### config.mk
export PLATFORM = sky130hd
export DESIGN_NAME = odps_cfg
export DESIGN_NICKNAME = d
export VERILOG_FILES = /design/src/rtl/odps_pkg.sv /design/src/rtl/odps_cfg.sv
export SDC_FILE = /design/constraint.sdc
export NUM_CORES = 1
export LEC_CHECK = 0
export ABC_CLOCK_PERIOD_IN_PS = 800
export BUFFER_PORTS_ARGS = -buffer_cell sky130_fd_sc_hd__buf_2
export CAP_MARGIN = 20
export CORE_ASPECT_RATIO = 0.9
export CORE_MARGIN = 2
export CORE_UTILIZATION = 37
export DETAILED_ROUTE_END_ITERATION = 16
export PLACE_DENSITY = 0.77
export SETUP_SLACK_MARGIN = 0.2
export SKIP_LAST_GASP = 1
export SYNTH_ARGS = -nofsm -noshare
export SYNTH_HDL_FRONTEND = slang
export SYNTH_SLANG_ARGS = --single-unit
### constraint.sdc
create_clock -name clk -period 0.8 [get_ports clk]
set_clock_uncertainty 0.05 [all_clocks]
set_input_delay 0.08 -clock clk [delete_from_list [all_inputs] [get_ports clk]]
set_output_delay 0.08 -clock clk [all_outputs]
set_load 0.03 [all_outputs]
### src/rtl/odps_pkg.sv
// Shared types and constants for the octave delay-line pitch shifter.
// No dependencies; every other file imports this package.
package odps_pkg;

    localparam int SAMPLE_W   = 10;
    localparam int DEPTH_W    = 15;
    localparam int CFG_IDX_W  = 8;
    localparam int CFG_DATA_W = 15;

    localparam logic [DEPTH_W-1:0] DEPTH_RESET = 15'd16000;

    typedef enum logic [1:0] {
        MODE_DOWN   = 2'd0,
        MODE_UNISON = 2'd1,
        MODE_UP     = 2'd2,
        MODE_HOLD   = 2'd3
    } octave_mode_t;

    localparam octave_mode_t MODE_RESET = MODE_UNISON;

    localparam logic [CFG_IDX_W-1:0] REG_OCTAVE_MODE = 8'd0;
    localparam logic [CFG_IDX_W-1:0] REG_DELAY_DEPTH = 8'd1;

    typedef struct packed {
        octave_mode_t       mode;
        logic [DEPTH_W-1:0] depth;
    } cfg_t;

endpackage

### src/rtl/odps_cfg.sv
// Configuration registers: octave mode and delay depth.
// Depends on odps_pkg.
module odps_cfg
    import odps_pkg::*;
(
    input  logic                  clk,
    input  logic                  rst_n,
    input  logic                  wr_en,
    input  logic [CFG_IDX_W-1:0]  wr_index,
    input  logic [CFG_DATA_W-1:0] wr_data,
    output cfg_t                  cfg
);

    octave_mode_t       mode_reg;
    logic [DEPTH_W-1:0] depth_reg;

    always_ff @(posedge clk or negedge rst_n)
    begin
        if (!rst_n)
        begin
            mode_reg  <= MODE_RESET;
            depth_reg <= DEPTH_RESET;
        end
        else if (wr_en)
        begin
            // drop writes to unknown indexes
            unique case (wr_index)
                REG_OCTAVE_MODE: mode_reg  <= octave_mode_t'(wr_data[1:0]);
                REG_DELAY_DEPTH: depth_reg <= wr_data[DEPTH_W-1:0];
                default:         ;
            endcase
        end
    end

    assign cfg.mode  = mode_reg;
    assign cfg.depth = depth_reg;

endmodule

==> results.md <==
| Group | Parameter | Reported |
|---|---|---|
| timing | Setup WS post-layout | -297 ps |
| worst setup path | Classification of the worst setup path | reg2out |
| routing | Average wire length per cell after detail routing | 13.9 um |
| global route | Pin count of the biggest net entering global routing | 18 |
| cts | Clock root buffer | sky130_fd_sc_hd__clkbuf_4 |
| global route | Number of antenna violations at the first check in global routing | 0 |
| routing | Total length of routed wires | 1640 um |
| routing | Number of violations reported at the end of detailed-routing iteration 0 | 3 |
| cts | CTS H-Tree Depth | 1 |
| die | Total core area | 0.00191 mm2 |
| timing | Minimum hold slack | -365 ps |
| power | Pwr dens | 1400 mW/mm2 |
| routing | Number of design rule violations left after detail routing | 0 |
| die | Row Count | 15 |
| status | Result of the run | complete, but fails checks |
| routing | Post-route antenna net violation count | 0 |
| timing | Final number of setup-violating endpoints | 34 |
| finish | Max FFs per register | 15 |
| global route | Vias in the first global route | 509 |
| timing | Summed negative setup slack over all endpoints | -7050 ps |
| worst setup path | Worst setup startpoint | mode_reg[0]$_DFFE_PN1P_ |
| timing | Worst-margin pin slew | 356 ps |
| finish | Count of inserted antenna diode cells | 0 |
| power | Leakage power | 0.654 nW |
| timing | Final max-slew violation count | 0 |
| worst setup path | Origin of the critical flop-to-flop path | mode_reg[1]$_DFFE_PN0P_ |
| worst setup path | Largest fanout on the critical path | 2 |
| worst setup path | Critical path depth | 1 |
| global route | First-pass GRT wire length | 2460 um |
| cts | Clock transition at path regs | 100 ps |
| routing | Routed vias | 537 |
| logic synthesis | Nets in the synthesized netlist | 65 |
| placed design | Cell Count Post-Placement | 107 |
| finish | Final core utilization | 65.4% |
| routing | Routed vias/inst | 4.55 |
| cts | Num Clock Sinks | 17 |
| worst setup path | Arrival time at the worst endpoint | 970 ps |
| cts | Clock Latency Late Sink | 280 ps |
| global route | Total global routing overflow | 0 |
| die | Number of ports placed on the die boundary | 43 |
| placed design | # port buffers | 42 |
| worst setup path | Setup slack of the worst register-to-register path | -170 ps |
| global route | GRT Util Overall | 14.7% |
| worst setup path | Largest delay contributor family on the critical path | flip-flops |
| worst setup path | Crit path cell chain | buf_6 |
| cts | Number of buffers inserted during clock tree synthesis | 3 |
| cts | TritonCTS clock tree | done |
| routing | First-pass DRT Iterations | 2 |
| finish | Layout cell share with drive strength beyond 1 | 92.5% |
| worst setup path | Worst setup endpoint | cfg[15] |
| worst setup path | Worst reg2reg path endpoint | mode_reg[1]$_DFFE_PN0P_ |
| die | Die width | 51.4 um |
| finish | Number of cells in the finished layout apart from fillers | 118 |
| worst setup path | Kind of end point of the critical path | primary output |
| timing | Time the worst path needs with I/O delays and setup | 1100 ps |
| logic synthesis | Number of distinct library cells after synthesis | 9 |
| timing | Final count of hold timing violations | 33 |
| die | Die boundary height | 46.6 um |
| finish | Final layout net count | 120 |
| placed design | Routability congestion estimate from global placement | 0.579 |
| worst setup path | Startpoint Class | flip-flop |
| finish | Synth-to-layout area growth | 67.5% |
| timing | Peak clock frequency supported by timing | 912 MHz |
| worst setup path | Logic depth of the worst register-to-register path | 2 |
| logic synthesis | Netlist area before placement | 747 um2 |
| power | Overall power of the completed layout | 1.76 mW |
| logic synthesis | Number of synthesis warnings | 0 |
| worst setup path | Buf+Inv Stages, Crit Path | 1 |
| die | Die footprint | 0.00239 mm2 |
| timing | Slew Limit Headroom | 76.3% |
| logic synthesis | Average instance area after synthesis | 19.2 um2 |
| logic synthesis | Sequential element share of the synthesized area | 58.1% |
| flow run | Max-capacitance violation count | 0 |
| worst setup path | Crit-path slowest cell | sky130_fd_sc_hd__dfstp_2 |
| logic synthesis | Mapped Cells | 39 |
| timing | Post-route fraction of the period consumed by the critical path | 137% |
| timing | Unrepaired setup endpoints after global routing | yes |
| hold path | Min-delay worst type | in2async |
| worst setup path | Max incr delay on CP | 560 ps |
| cts | Longest Clk Path Bufs | 2 |
| worst setup path | WP data required | 670 ps |
| power | Max VDD drop | 1.17 mV |
| die | Effective utilization at floorplan | 39.0% |
| status | Violations in the final reports | hold timing, setup timing |
| logic synthesis | Post-synthesis register bit count | 17 |
## metal layers
metal	GRT usage (%)	up-vias	part of all wire, %
li1	-	251	-
met1	16.2	265	38
met2	28.5	21	56
met3	5.19	0	6.4
met4	1.58	0	0
met5	0	-	0
## repair_timing
item,CTS,global route
cloned,1,0
endpoints found under the hold margin,34,33
setup endpoints to repair,34,34
pin swaps,4,2
resized for setup,41,0
setup buffers,4,2
## worst reg2reg max path, cell delays in order, from the launching register on
cell and delay [ps]:
sky130_fd_sc_hd__dfrtp_2 420, sky130_fd_sc_hd__buf_4 130, sky130_fd_sc_hd__mux2_4 260
## report_power, final
part,leakage (nW),internal [mW],switching [mW]
clock network,0.0177,0.186,0.261
registers,0.205,0.915,0.0290
logic,0.430,0.202,0.165
## how the worst min path moves through the flow
stage	slack (ps)	to	startpoint	cells after the start
floorplan	-270	depth_reg[0]$_DFFE_PN0P_	rst_n	0
global placement	-40	depth_reg[8]$_DFFE_PN0P_	rst_n	1
detailed placement	-40	depth_reg[2]$_DFFE_PN0P_	rst_n	1
CTS	-360	depth_reg[1]$_DFFE_PN0P_	rst_n	1
global route	-350	depth_reg[2]$_DFFE_PN0P_	rst_n	1
finish	-370	depth_reg[2]$_DFFE_PN0P_	rst_n	1
## metrics by stage
step | worst slack (ps) | cell area (um2)
after global routing | -340 | 1250
after global placement | -475 | 1010
after CTS | -303 | 1240
final | -297 | 1250
after floorplan | -368 | 754
after detailed placement | -518 | 1010
## kinds of logic (layout without fill, tap and decap cells)
| group | count (synthesis) | after routing | share of synthesized area, % |
|---|---|---|---|
| flip-flops | 17 | 17 | 58.1 |
| buffers and inverters | 1 | 55 | 1.51 |
| multiplexers | 17 | 17 | 30.7 |
| AND/OR/NAND/NOR | 4 | 4 | 9.72 |
## area by class of cell
class	instances	area (um2)
fill	150	663
timing repair buffer	51	445
sequential	17	438
multi-input combinational	21	309
tap	25	31.3
clock buffer	3	22.5
clock inverter	1	5.00
## layout by cell type, fill, tap and decap left out, drive strengths merged
master,synthesis,layout
mux2,17,17
and3b,1,1
nor4,1,1
clkinv,0,1
buf,1,51
clkbuf,0,3
nor4b,1,1
dfrtp,10,10
nand3,1,1
dfstp,7,7
## cells in the mapped netlist (all sizes together)
cell type	n	area share, %
mux2	17	31
dfrtp	10	34
dfstp	7	25
and3b	1	1.3
buf	1	1.5
nand3	1	2.3
nor4	1	2.8
nor4b	1	3.2
Note: power is estimated with default switching activity, not from simulation.
