==> src/rtl/odps_pkg.sv <==
// Shared types and constants for the octave delay-line pitch shifter.
// No dependencies; every other file imports this package.
package odps_pkg;

    localparam int SAMPLE_W   = 10;
    localparam int DEPTH_W    = 15;
    localparam int CFG_IDX_W  = 8;
    localparam int CFG_DATA_W = 15;

    localparam logic [DEPTH_W-1:0] DEPTH_RESET = 15'd16000;

    typedef enum logic [1:0] {
        MODE_DOWN   = 2'd0,
        MODE_UNISON = 2'd1,
        MODE_UP     = 2'd2,
        MODE_HOLD   = 2'd3
    } octave_mode_t;

    localparam octave_mode_t MODE_RESET = MODE_UNISON;

    localparam logic [CFG_IDX_W-1:0] REG_OCTAVE_MODE = 8'd0;
    localparam logic [CFG_IDX_W-1:0] REG_DELAY_DEPTH = 8'd1;

    typedef struct packed {
        octave_mode_t       mode;
        logic [DEPTH_W-1:0] depth;
    } cfg_t;

endpackage

==> src/rtl/odps_pos.sv <==
// Write and read position counters with the half-rate phase.
// Depends on odps_pkg.
module odps_pos
    import odps_pkg::*;
#(
    parameter int STORE_DEPTH = 16384,
    parameter int AW          = $clog2(STORE_DEPTH)
)
(
    input  logic          clk,
    input  logic          rst_n,
    input  cfg_t          cfg,
    input  logic          advance,
    output logic [AW-1:0] wr_pos,
    output logic [AW-1:0] rd_pos
);

    localparam logic [AW:0]        DEPTH_MAX   = (AW+1)'(STORE_DEPTH);
    localparam logic [DEPTH_W+AW:0] DEPTH_MAX_W = (DEPTH_W+AW+1)'(STORE_DEPTH);

    logic [AW-1:0] wr_pos_reg, wr_pos_next;
    logic [AW-1:0] rd_pos_reg, rd_pos_next;
    logic          phase_reg, phase_next;
    logic [AW:0]   depth_eff;
    logic [AW:0]   wr_inc;
    logic [AW:0]   rd_inc;
    logic [1:0]    step;

    // clamp depth to one..store size
    always_comb
    begin
        if (cfg.depth == '0)
            depth_eff = (AW+1)'(1);
        else if ((DEPTH_W+AW+1)'(cfg.depth) > DEPTH_MAX_W)
            depth_eff = DEPTH_MAX;
        else
            depth_eff = (AW+1)'(cfg.depth);
    end

    always_comb
    begin
        step       = 2'd0;
        phase_next = phase_reg;
        case (cfg.mode)
            MODE_UP:     step = 2'd2;
            MODE_UNISON: step = 2'd1;
            MODE_DOWN:
            begin
                step       = {1'b0, phase_reg};
                phase_next = !phase_reg;
            end
            default:     step = 2'd0;
        endcase

        wr_inc = {1'b0, wr_pos_reg} + (AW+1)'(1);
        rd_inc = {1'b0, rd_pos_reg} + (AW+1)'(step);

        // reach or pass returns to zero, never wraps modulo
        wr_pos_next = (wr_inc >= depth_eff) ? '0 : wr_inc[AW-1:0];
        rd_pos_next = (rd_inc >= depth_eff) ? '0 : rd_inc[AW-1:0];
    end

    always_ff @(posedge clk or negedge rst_n)
    begin
        if (!rst_n)
        begin
            wr_pos_reg <= '0;
            rd_pos_reg <= '0;
            phase_reg  <= 1'b0;
        end
        else if (advance)
        begin
            wr_pos_reg <= wr_pos_next;
            rd_pos_reg <= rd_pos_next;
            phase_reg  <= phase_next;
        end
    end

    assign wr_pos = wr_pos_reg;
    assign rd_pos = rd_pos_reg;

endmodule

==> config.mk <==
export PLATFORM = sky130hd
export DESIGN_NAME = odps_pos
export DESIGN_NICKNAME = d
export VERILOG_FILES = /design/src/rtl/odps_pkg.sv /design/src/rtl/odps_pos.sv
export SDC_FILE = /design/constraint.sdc
export NUM_CORES = 1
export LEC_CHECK = 0
export ABC_CLOCK_PERIOD_IN_PS = 5100
export BUFFER_PORTS_ARGS = -buffer_cell sky130_fd_sc_hd__buf_2
export CAP_MARGIN = 40
export CORE_MARGIN = 4
export CORE_UTILIZATION = 26
export CTS_BUF_LIST = sky130_fd_sc_hd__clkbuf_4
export DETAILED_ROUTE_END_ITERATION = 6
export MAX_ROUTING_LAYER = met4
export PLACE_DENSITY = 0.51
export SKIP_CTS_REPAIR_TIMING = 1
export SYNTH_ARGS = -nofsm -noshare
export SYNTH_HDL_FRONTEND = slang
export SYNTH_SLANG_ARGS = --single-unit
export TNS_END_PERCENT = 50
==> constraint.sdc <==
create_clock -name clk -period 5.1 [get_ports clk]
set_clock_uncertainty 0.1 [all_clocks]
set_input_delay 0.51 -clock clk [delete_from_list [all_inputs] [get_ports clk]]
set_output_delay 0.51 -clock clk [all_outputs]
set_load 0.03 [all_outputs]
==> impl_metrics.yaml, run 1 <==
run_status:
  status: "finished clean"
detailed_routing:
  detail_route.wl_per_cell_um: 14.4
  via_per_inst: 4.75
  first_pass_iters: 5
  initialDrtViolationCount: 87
  drc: 0
  wl_um: 6580
  ant_nets: 0
  vias: 2175
logic_synthesis:
  synth_edf_count: 0
  synthSimpleGateAreaFrac_pct: 17.7
  yosys.area_share.xor_xnor_pct: 8.50
  synth_compound_area_share_pct: 19.6
  syn_area_mm2: 0.00247
  ys_ff_latch: 29
  yosys.area.top_type_share_pct: 29.4
  syn_avg_cell_area_um2: 8.89
  ys_seq_area_share_pct: 29.4
  synth_top_family_by_area: "compound AO/OA/AOI/OAI gates"
  synth_mux_area_share_pct: 0.405
  synth_ff_type: "dfrtp_1"
  synth.net_count: 332
  synth_fa_ha_area_share_pct: 17.5
  synth_warnings: 0
  synth_cell_types: 39
  yosysTopAreaCell: "dfrtp_1"
  async_flop_share_pct: 100
  synth.most_common_cell: "inv_1"
  netlist_instances: 278
  synth_common_cells: "inv_1, ha_1, dfrtp_1"
  synthTopCellsByArea: "dfrtp_1, ha_1, xnor2_1"
global_routing:
  globalRouteOverflowTotal: 0
  antenna_found_initial: 0
  grt_pass1_wl_um: 11000
  first_global_vias: 2175
  grt_max_degree: 32
  grtUsageTotal_pct: 12.4
sta:
  setup_viol: 0
  maxSlewHeadroom_pct: 52.2
  drv_slew: 0
  worstMarginPinSlew_ns: 0.717
  rsz0062_at_grt: "no"
  hold_violations: 0
  min_period_ns: 3.69
  fin_crit_sh_pct: 72.3
  max_freq_mhz: 271
  whs_ns: 0.129
  setup_tns_ns: 0
clock_tree:
  clock_sinks: 29
  numCtsBuffers: 5
  htreeDepth: 2
  clkLatencyLatePin_ns: 0.32
  clk_pin_slew_ns: 0.10
  cts_root_buf: "clkbuf_4"
  clockBufferDepth: 2
  cts_tree: "yes"
power_and_ir_drop:
  netSwitchingPower_mw: 0.621
  peakVddDrop_uv: 166
  p_leak_nw: 1.42
  p_int_mw: 0.625
  power_density_mw_per_mm2: 428
  p_seq_share_pct: 30.9
  clkPwrFrac_pct: 12.4
  power.total_mw: 1.25
  power_frac_comb_pct: 56.7
  switching_share_pct: 49.8
worst_setup_path:
  path_cells: "nor2_1 -> nor2_1 -> ha_1 -> fa_1 -> nand4_1 -> nor3_1 -> xnor2_1 -> inv_1 -> ha_1 -> and2_1 -> a221o_1 -> a221oi_4 -> o21ai_2 -> o221ai_1"
  crit_slowest_cell: "fa_1"
  worst-path-buf-inv: 1
  worst_setup_path_start_kind: "register"
  cp.required_ns: 5.24
  worstSetupPathType: "register to register"
  crit_path_max_fanout: 9
  arrival_ns: 3.83
  cpPeakStageDelay_ns: 0.46
  crit_path_end_kind: "register"
  path_delay_family: "compound AO/OA/AOI/OAI gates"
placement:
  place_congestion: 0.794
  place_hpwl_um: 5340
  io_buffers: 47
  placed_area_mm2: 0.00285
die:
  coreArea_mm2: 0.00924
  num_io_pins: 48
  rows: 35
  die-width_um: 106
  fp.dieH_um: 106
  start_util_pct: 26.8
  dieArea_mm2: 0.0111
cells_and_area:
  area_growth_pct: 17.9
  fillers: 1008
  final_util_pct: 31.5
  num-nets-final: 382
  design_area_mm2: 0.00291
  antenna_cells: 0
  drive_gt1_share_pct: 19.5
run:
  cap_violations: 0
min_path:
  hp-class: "primary input to async pin"
## metrics by stage
stage / setup WS (ns) / cells
after global routing: 1.19 / 458
after CTS: 1.43 / 458
after detailed placement: 1.21 / 450
after global placement: 1.30 / 450
after floorplan: 1.69 / 278
final: 1.41 / 458
## area by class of cell
type	count	area, um2	share of cell area (%)
Multi-Input combinational cell	203	1570	54.0
Sequential cell	29	726	24.9
Timing Repair Buffer	47	235	8.07
Tap cell	129	161	5.54
Inverter	42	158	5.41
Clock buffer	8	60.1	2.06
## worst register-to-register path: cells and delay by family, from the launching register on
kind / cells / cell delay (ns)
flip-flops: 1 / 0.40
adder cells (fa/ha/maj): 3 / 0.97
buffers and inverters: 1 / 0.07
AO/OA/AOI/OAI: 4 / 1.17
AND/OR/NAND/NOR: 5 / 0.70
XOR/XNOR: 1 / 0.20
## metal layers
layer  wire, um  up-vias  GRT usage (%)
met5          0        -              -
met4         62        0           2.50
met3        240        6           2.20
met2       2750       51           17.9
met1       3530     1012           18.0
li1           -     1106              -
## layout by cell type (no fill, tap or decap), types with 2 or more instances in the layout
cell / instances
a21oi_1: 2
a21o_1: 4
clkbuf_4: 8
and2_1: 2
xor2_1: 2
dfrtp_1: 29
o211ai_1: 13
a221o_1: 2
nor4_1: 6
and4_1: 6
nand4_1: 9
o221ai_1: 2
and3_1: 5
nand2_1: 21
ha_1: 33
buf_2: 47
nand3b_1: 2
o21ai_0: 14
nand3_1: 6
a211oi_1: 2
nor2_1: 14
xnor2_1: 22
a221oi_4: 2
inv_1: 42
o22ai_1: 13
a211o_1: 2
nor3_1: 4
nand2b_1: 2
a211oi_2: 2
## cell families after synthesis
logic type                 count (synthesis)
xor gates and xnor gates                  24
DFF                                       29
adders and majority gates                 34
AOI/OAI and AO/OA                         62
buffers and inverters                     46
and+or+nand+nor                           82
muxes                                      1
## power groups by stage
stage | Sequential (mW) | Combinational (mW) | Clock, mW
3_5_place_dp | 0.389 | 0.712 | 0
4_1_cts | 0.385 | 0.715 | 0.164
3_3_place_gp | 0.389 | 0.697 | 0
6_report | 0.385 | 0.706 | 0.155
5_1_grt | 0.400 | 0.791 | 0.173
2_1_floorplan | 0.496 | 0.401 | 0
## path summary, 6_finish.rpt
kind / startpoint / end / slack, ns / cells after the start
worst max-delay path: phase_reg / rd_pos[8] / 1.41 / 14
worst min-delay path: rst_n / rd_pos[13] / 0.13 / 1
worst max register to register: phase_reg / rd_pos[8] / 1.41 / 14
worst min register to register: phase_reg / phase_reg / 0.39 / 1
max in group asynchronous: rst_n / wr_pos[9] / 4.31 / 1
min in group clk: cfg[15] / phase_reg / 0.39 / 4
(Power assumes the default switching activity.)
==> run 2, diff against run 1 <==
--- a/config.mk
+++ b/config.mk
@@ -5,7 +5,7 @@
 export SDC_FILE = /design/constraint.sdc
 export NUM_CORES = 1
 export LEC_CHECK = 0
-export ABC_CLOCK_PERIOD_IN_PS = 5100
+export ABC_CLOCK_PERIOD_IN_PS = 3800
 export BUFFER_PORTS_ARGS = -buffer_cell sky130_fd_sc_hd__buf_2
 export CAP_MARGIN = 40
 export CORE_MARGIN = 4
==> constraint.sdc (replaced) <==
create_clock -name clk -period 3.8 [get_ports clk]
set_clock_uncertainty 0.1 [all_clocks]
set_input_delay 0.38 -clock clk [delete_from_list [all_inputs] [get_ports clk]]
set_output_delay 0.38 -clock clk [all_outputs]
set_load 0.03 [all_outputs]
==> run 2 against run 1 <==
Against the previous run:
- the flow now finishes with violations (hold timing)
- clock power increased by 20%
- combinational power is 37% higher
- worst hold slack got worse by 0.13 ns
- wire length rose by 1.7%
- via count up 1.0%
- utilization rose by 0.45 points
- critical path depth did not move
- count of clock-buffer cells in the layout shrank 2
- final area rose by 1.4%
- global-route usage is 0.27 points higher
==> impl_metrics.yaml, run 2 (synthesis gave the netlist of run 1 again) <==
worst_setup_path:
  crit_slowest_cell: "fa_1"
  arrival_ns: 3.62
  path_cells: "nor2_1 -> nor2_1 -> ha_1 -> fa_1 -> nand4_1 -> nor3_1 -> xnor2_1 -> inv_1 -> ha_1 -> and2_1 -> a221o_1 -> a221oi_4 -> o21ai_2 -> o221ai_1"
  rrSetupSlack_ns: 0.31
  worst_setup_path_start_kind: "register"
  worstSetupPathType: "register to register"
  cp.required_ns: 3.94
  timing.rr.end: "rd_pos[8]"
  crit_path_max_fanout: 9
  crit_start: "phase_reg"
  cpPeakStageDelay_ns: 0.46
  rr_worst_depth: 14
  worst-path-buf-inv: 1
  reg2reg_from: "phase_reg"
  crit_path_end_kind: "register"
  path_depth: 14
  path_delay_family: "compound AO/OA/AOI/OAI gates"
cells_and_area:
  antenna_cells: 0
  num-nets-final: 389
  area_growth_pct: 19.5
  final_cell_mix: "buf_2, inv_1, ha_1"
  drive_gt1_share_pct: 20.6
  mostFrequentLayoutCell: "buf_2"
  final_util_pct: 32.0
  fillers: 1011
  design_area_mm2: 0.00296
clock_tree:
  clock_sinks: 29
  numCtsBuffers: 5
  cts_root_buf: "clkbuf_4"
  clockBufferDepth: 2
  cts_tree: "yes"
  htreeDepth: 2
  clkLatencyLatePin_ns: 0.32
  clk_pin_slew_ns: 0.10
power_and_ir_drop:
  peakVddDrop_uv: 130
  p_leak_nw: 1.45
  power_density_mw_per_mm2: 566
  power.total_mw: 1.67
die:
  rows: 35
  fp.dieH_um: 106
  num_io_pins: 48
  coreArea_mm2: 0.00924
  start_util_pct: 26.8
  die-width_um: 106
  dieArea_mm2: 0.0111
sta:
  setup_tns_ns: 0
  whs_ns: -0.00400
  maxSlewHeadroom_pct: 53.1
  hold_violations: 14
  drv_slew: 0
  min_period_ns: 3.49
  rsz0062_at_grt: "no"
  setup_viol: 0
  fin_crit_sh_pct: 91.7
  max_freq_mhz: 287
  worstMarginPinSlew_ns: 0.704
global_routing:
  grt_max_degree: 32
  globalRouteOverflowTotal: 0
  grt_pass1_wl_um: 11100
  first_global_vias: 2167
  grtUsageTotal_pct: 12.6
  antenna_found_initial: 0
min_path:
  hp-class: "primary input to async pin"
detailed_routing:
  first_pass_iters: 4
  drc: 0
  ant_nets: 0
  wl_um: 6690
  detail_route.wl_per_cell_um: 14.4
  vias: 2197
  initialDrtViolationCount: 84
  via_per_inst: 4.73
run:
  cap_violations: 0
run_status:
  status: "finished with violations"
  failed_checks: "hold timing"
placement:
  place_congestion: 0.799
  place_hpwl_um: 5370
  io_buffers: 47
  placed_area_mm2: 0.00291
-- run 2: worst max path at each step --
stage,end
floorplan,rd_pos[8]
global placement,rd_pos[10]
detailed placement,rd_pos[8]
CTS,rd_pos[8]
global route,rd_pos[10]
finish,rd_pos[8]
-- run 2: power by group --
group	total [mW]	internal, mW	switching, mW
Sequential	0.518	0.398	0.120
Clock	0.186	0.0743	0.112
Combinational	0.968	0.363	0.605
Total	1.67	0.835	0.837
-- run 2: cell type report --
class	count	area (um2)	share of cell area, %
Sequential cell	29	726	24.6
Clock buffer	6	45.0	1.52
Inverter	42	158	5.33
Timing Repair Buffer	54	288	9.74
Clock inverter	1	3.75	0.127
Tap cell	129	161	5.46
Multi-Input combinational cell	203	1570	53.3
-- run 2: metrics by stage --
step | setup slack [ns] | hold slack (ns) | cells
finish | 0.315 | -0.00400 | 464
global route | 0.0738 | 0.0594 | 464
CTS | 0.310 | 0.0204 | 464
detailed placement | 0.223 | 0.374 | 457
global placement | 0.273 | 0.365 | 457
floorplan | 0.465 | -0.0156 | 278
-- run 2: routing by layer --
| layer | vias up | wire length (um) | GRT usage [%] | part of all wire [%] |
|---|---|---|---|---|
| met1 | 1022 | 3600 | 18.6 | 54 |
| met5 | - | 0 | - | 0 |
| met2 | 53 | 2750 | 18.0 | 41 |
| li1 | 1120 | - | - | - |
| met3 | 2 | 317 | 2.39 | 4.7 |
| met4 | 0 | 23 | 2.50 | 0.34 |
==> run 3, diff against run 2 <==
--- a/config.mk
+++ b/config.mk
@@ -9,11 +9,12 @@
 export BUFFER_PORTS_ARGS = -buffer_cell sky130_fd_sc_hd__buf_2
 export CAP_MARGIN = 40
 export CORE_MARGIN = 4
-export CORE_UTILIZATION = 26
+export CORE_UTILIZATION = 42
 export CTS_BUF_LIST = sky130_fd_sc_hd__clkbuf_4
 export DETAILED_ROUTE_END_ITERATION = 6
 export MAX_ROUTING_LAYER = met4
-export PLACE_DENSITY = 0.51
+export PLACE_DENSITY = 0.7
+export REMOVE_ABC_BUFFERS = 1
 export SKIP_CTS_REPAIR_TIMING = 1
 export SYNTH_ARGS = -nofsm -noshare
 export SYNTH_HDL_FRONTEND = slang
==> run 3 against run 2 <==
Against the previous run:
- the flow still finishes with violations (hold timing)
- via count is 2.1% higher
- cell count is 13% lower
- wire length is 8.6% lower
- worst hold slack lost 0.0060 ns
- count of clock-buffer cells in the layout rose by 2
- sequential power is 1% lower
- combinational power shrank 2.1%
- first-iteration DRC count rose by 26%
- total power is 0.76% lower
==> impl_metrics.yaml, run 3 (synthesis gave the netlist of run 1 again) <==
die:
  dieArea_mm2: 0.00718
  start_util_pct: 44.1
  coreArea_mm2: 0.00561
  die-width_um: 84.7
  fp.dieH_um: 84.7
  num_io_pins: 48
  rows: 27
global_routing:
  grtUsageTotal_pct: 18.8
  antenna_found_initial: 0
  grt_max_degree: 32
  grt_pass1_wl_um: 10500
  first_global_vias: 2260
  globalRouteOverflowTotal: 0
worst_setup_path:
  reg2reg_from: "phase_reg"
  crit_path_max_fanout: 6
  timing.rr.end: "rd_pos[3]"
  rrSetupSlack_ns: 0.32
  rr_worst_depth: 15
  worst_setup_path_start_kind: "register"
  arrival_ns: 3.62
  worst-path-buf-inv: 2
  path_depth: 15
  crit_slowest_cell: "fa_1"
  worstSetupPathType: "register to register"
  crit_path_end_kind: "register"
  path_delay_family: "adder cells"
  cpPeakStageDelay_ns: 0.45
  cp.required_ns: 3.94
  path_cells: "nor2_1 -> nor2_1 -> ha_1 -> fa_1 -> nand4_1 -> nor3_1 -> xnor2_1 -> inv_1 -> ha_1 -> and2_1 -> a221o_1 -> a221oi_4 -> buf_4 -> o211ai_1 -> o21ai_0"
clock_tree:
  clk_pin_slew_ns: 0.09
  clockBufferDepth: 2
  clock_sinks: 29
  numCtsBuffers: 5
  htreeDepth: 2
  clkLatencyLatePin_ns: 0.32
  cts_tree: "yes"
  cts_root_buf: "clkbuf_4"
run_status:
  failed_checks: "hold timing"
  status: "finished with violations"
power_and_ir_drop:
  peakVddDrop_uv: 213
  p_leak_nw: 1.44
  power_density_mw_per_mm2: 578
detailed_routing:
  vias: 2243
  detail_route.wl_per_cell_um: 15.1
  ant_nets: 0
  first_pass_iters: 4
  drc: 0
  initialDrtViolationCount: 106
  wl_um: 6120
  via_per_inst: 5.54
cells_and_area:
  layoutNonFillerInstCount: 405
  drive_gt1_share_pct: 20.4
  mostFrequentLayoutCell: "buf_2"
  num-nets-final: 386
  antenna_cells: 0
  final_cell_mix: "buf_2, inv_1, ha_1"
  design_area_mm2: 0.00287
  area_growth_pct: 16.2
sta:
  drv_slew: 0
  setup_viol: 0
  whs_ns: -0.00999
  maxSlewHeadroom_pct: 53.1
  worstMarginPinSlew_ns: 0.702
  hold_violations: 10
  fin_crit_sh_pct: 91.5
  min_period_ns: 3.48
  setup_tns_ns: 0
  max_freq_mhz: 288
  rsz0062_at_grt: "no"
placement:
  place_hpwl_um: 4810
  place_congestion: 0.828
  placed_area_mm2: 0.00281
  dpl.cell_count: 397
  io_buffers: 47
min_path:
  hp-class: "primary input to async pin"
run:
  cap_violations: 0
==> run 3: cell count changes in the layout (fill, tap and decap cells not counted) <==
cell      previous run  this run
buf_4                7         4
clkbuf_4             6         8
clkinv_1             1         0
==> run 3: cell type report <==
cell class,instances,area (um2)
Multi-Input combinational cell,203,1570
Fill cell,572,2740
Inverter,42,158
Sequential cell,29,726
Timing Repair Buffer,51,265
Clock buffer,8,60.1
Tap cell,72,90.1
==> run 3: stage by stage <==
step           power (mW)  util [%]  worst slack [ns]
2_1_floorplan        1.20         -             0.465
3_3_place_gp         1.44      50.2             0.387
3_5_place_dp         1.47      50.2             0.238
4_1_cts              1.68      51.2             0.327
5_1_grt              1.83      51.2             0.107
6_report             1.66      51.2             0.324
==> run 3: worst max path at each step <==
stage | startpoint | to | slack, ns
after CTS | phase_reg | rd_pos[3] | 0.33
after detailed placement | cfg[15] | rd_pos[3] | 0.24
after global placement | cfg[16] | rd_pos[8] | 0.39
after global routing | phase_reg | rd_pos[6] | 0.11
final | phase_reg | rd_pos[3] | 0.32
after floorplan | rd_pos[0] | rd_pos[8] | 0.46
==> run 3: routing by layer <==
metal	part of all wire, %	vias up	GRT usage (%)
li1	-	1117	-
met1	46	1060	24.4
met2	46	60	29.8
met3	6.0	6	3.53
met4	1.4	0	5.76
met5	0	-	-
==> run 3: report_power, final <==
group | internal, mW | total, mW | switching [mW]
registers | 0.398 | 0.513 | 0.115
logic | 0.353 | 0.948 | 0.595
clock network | 0.0950 | 0.199 | 0.104
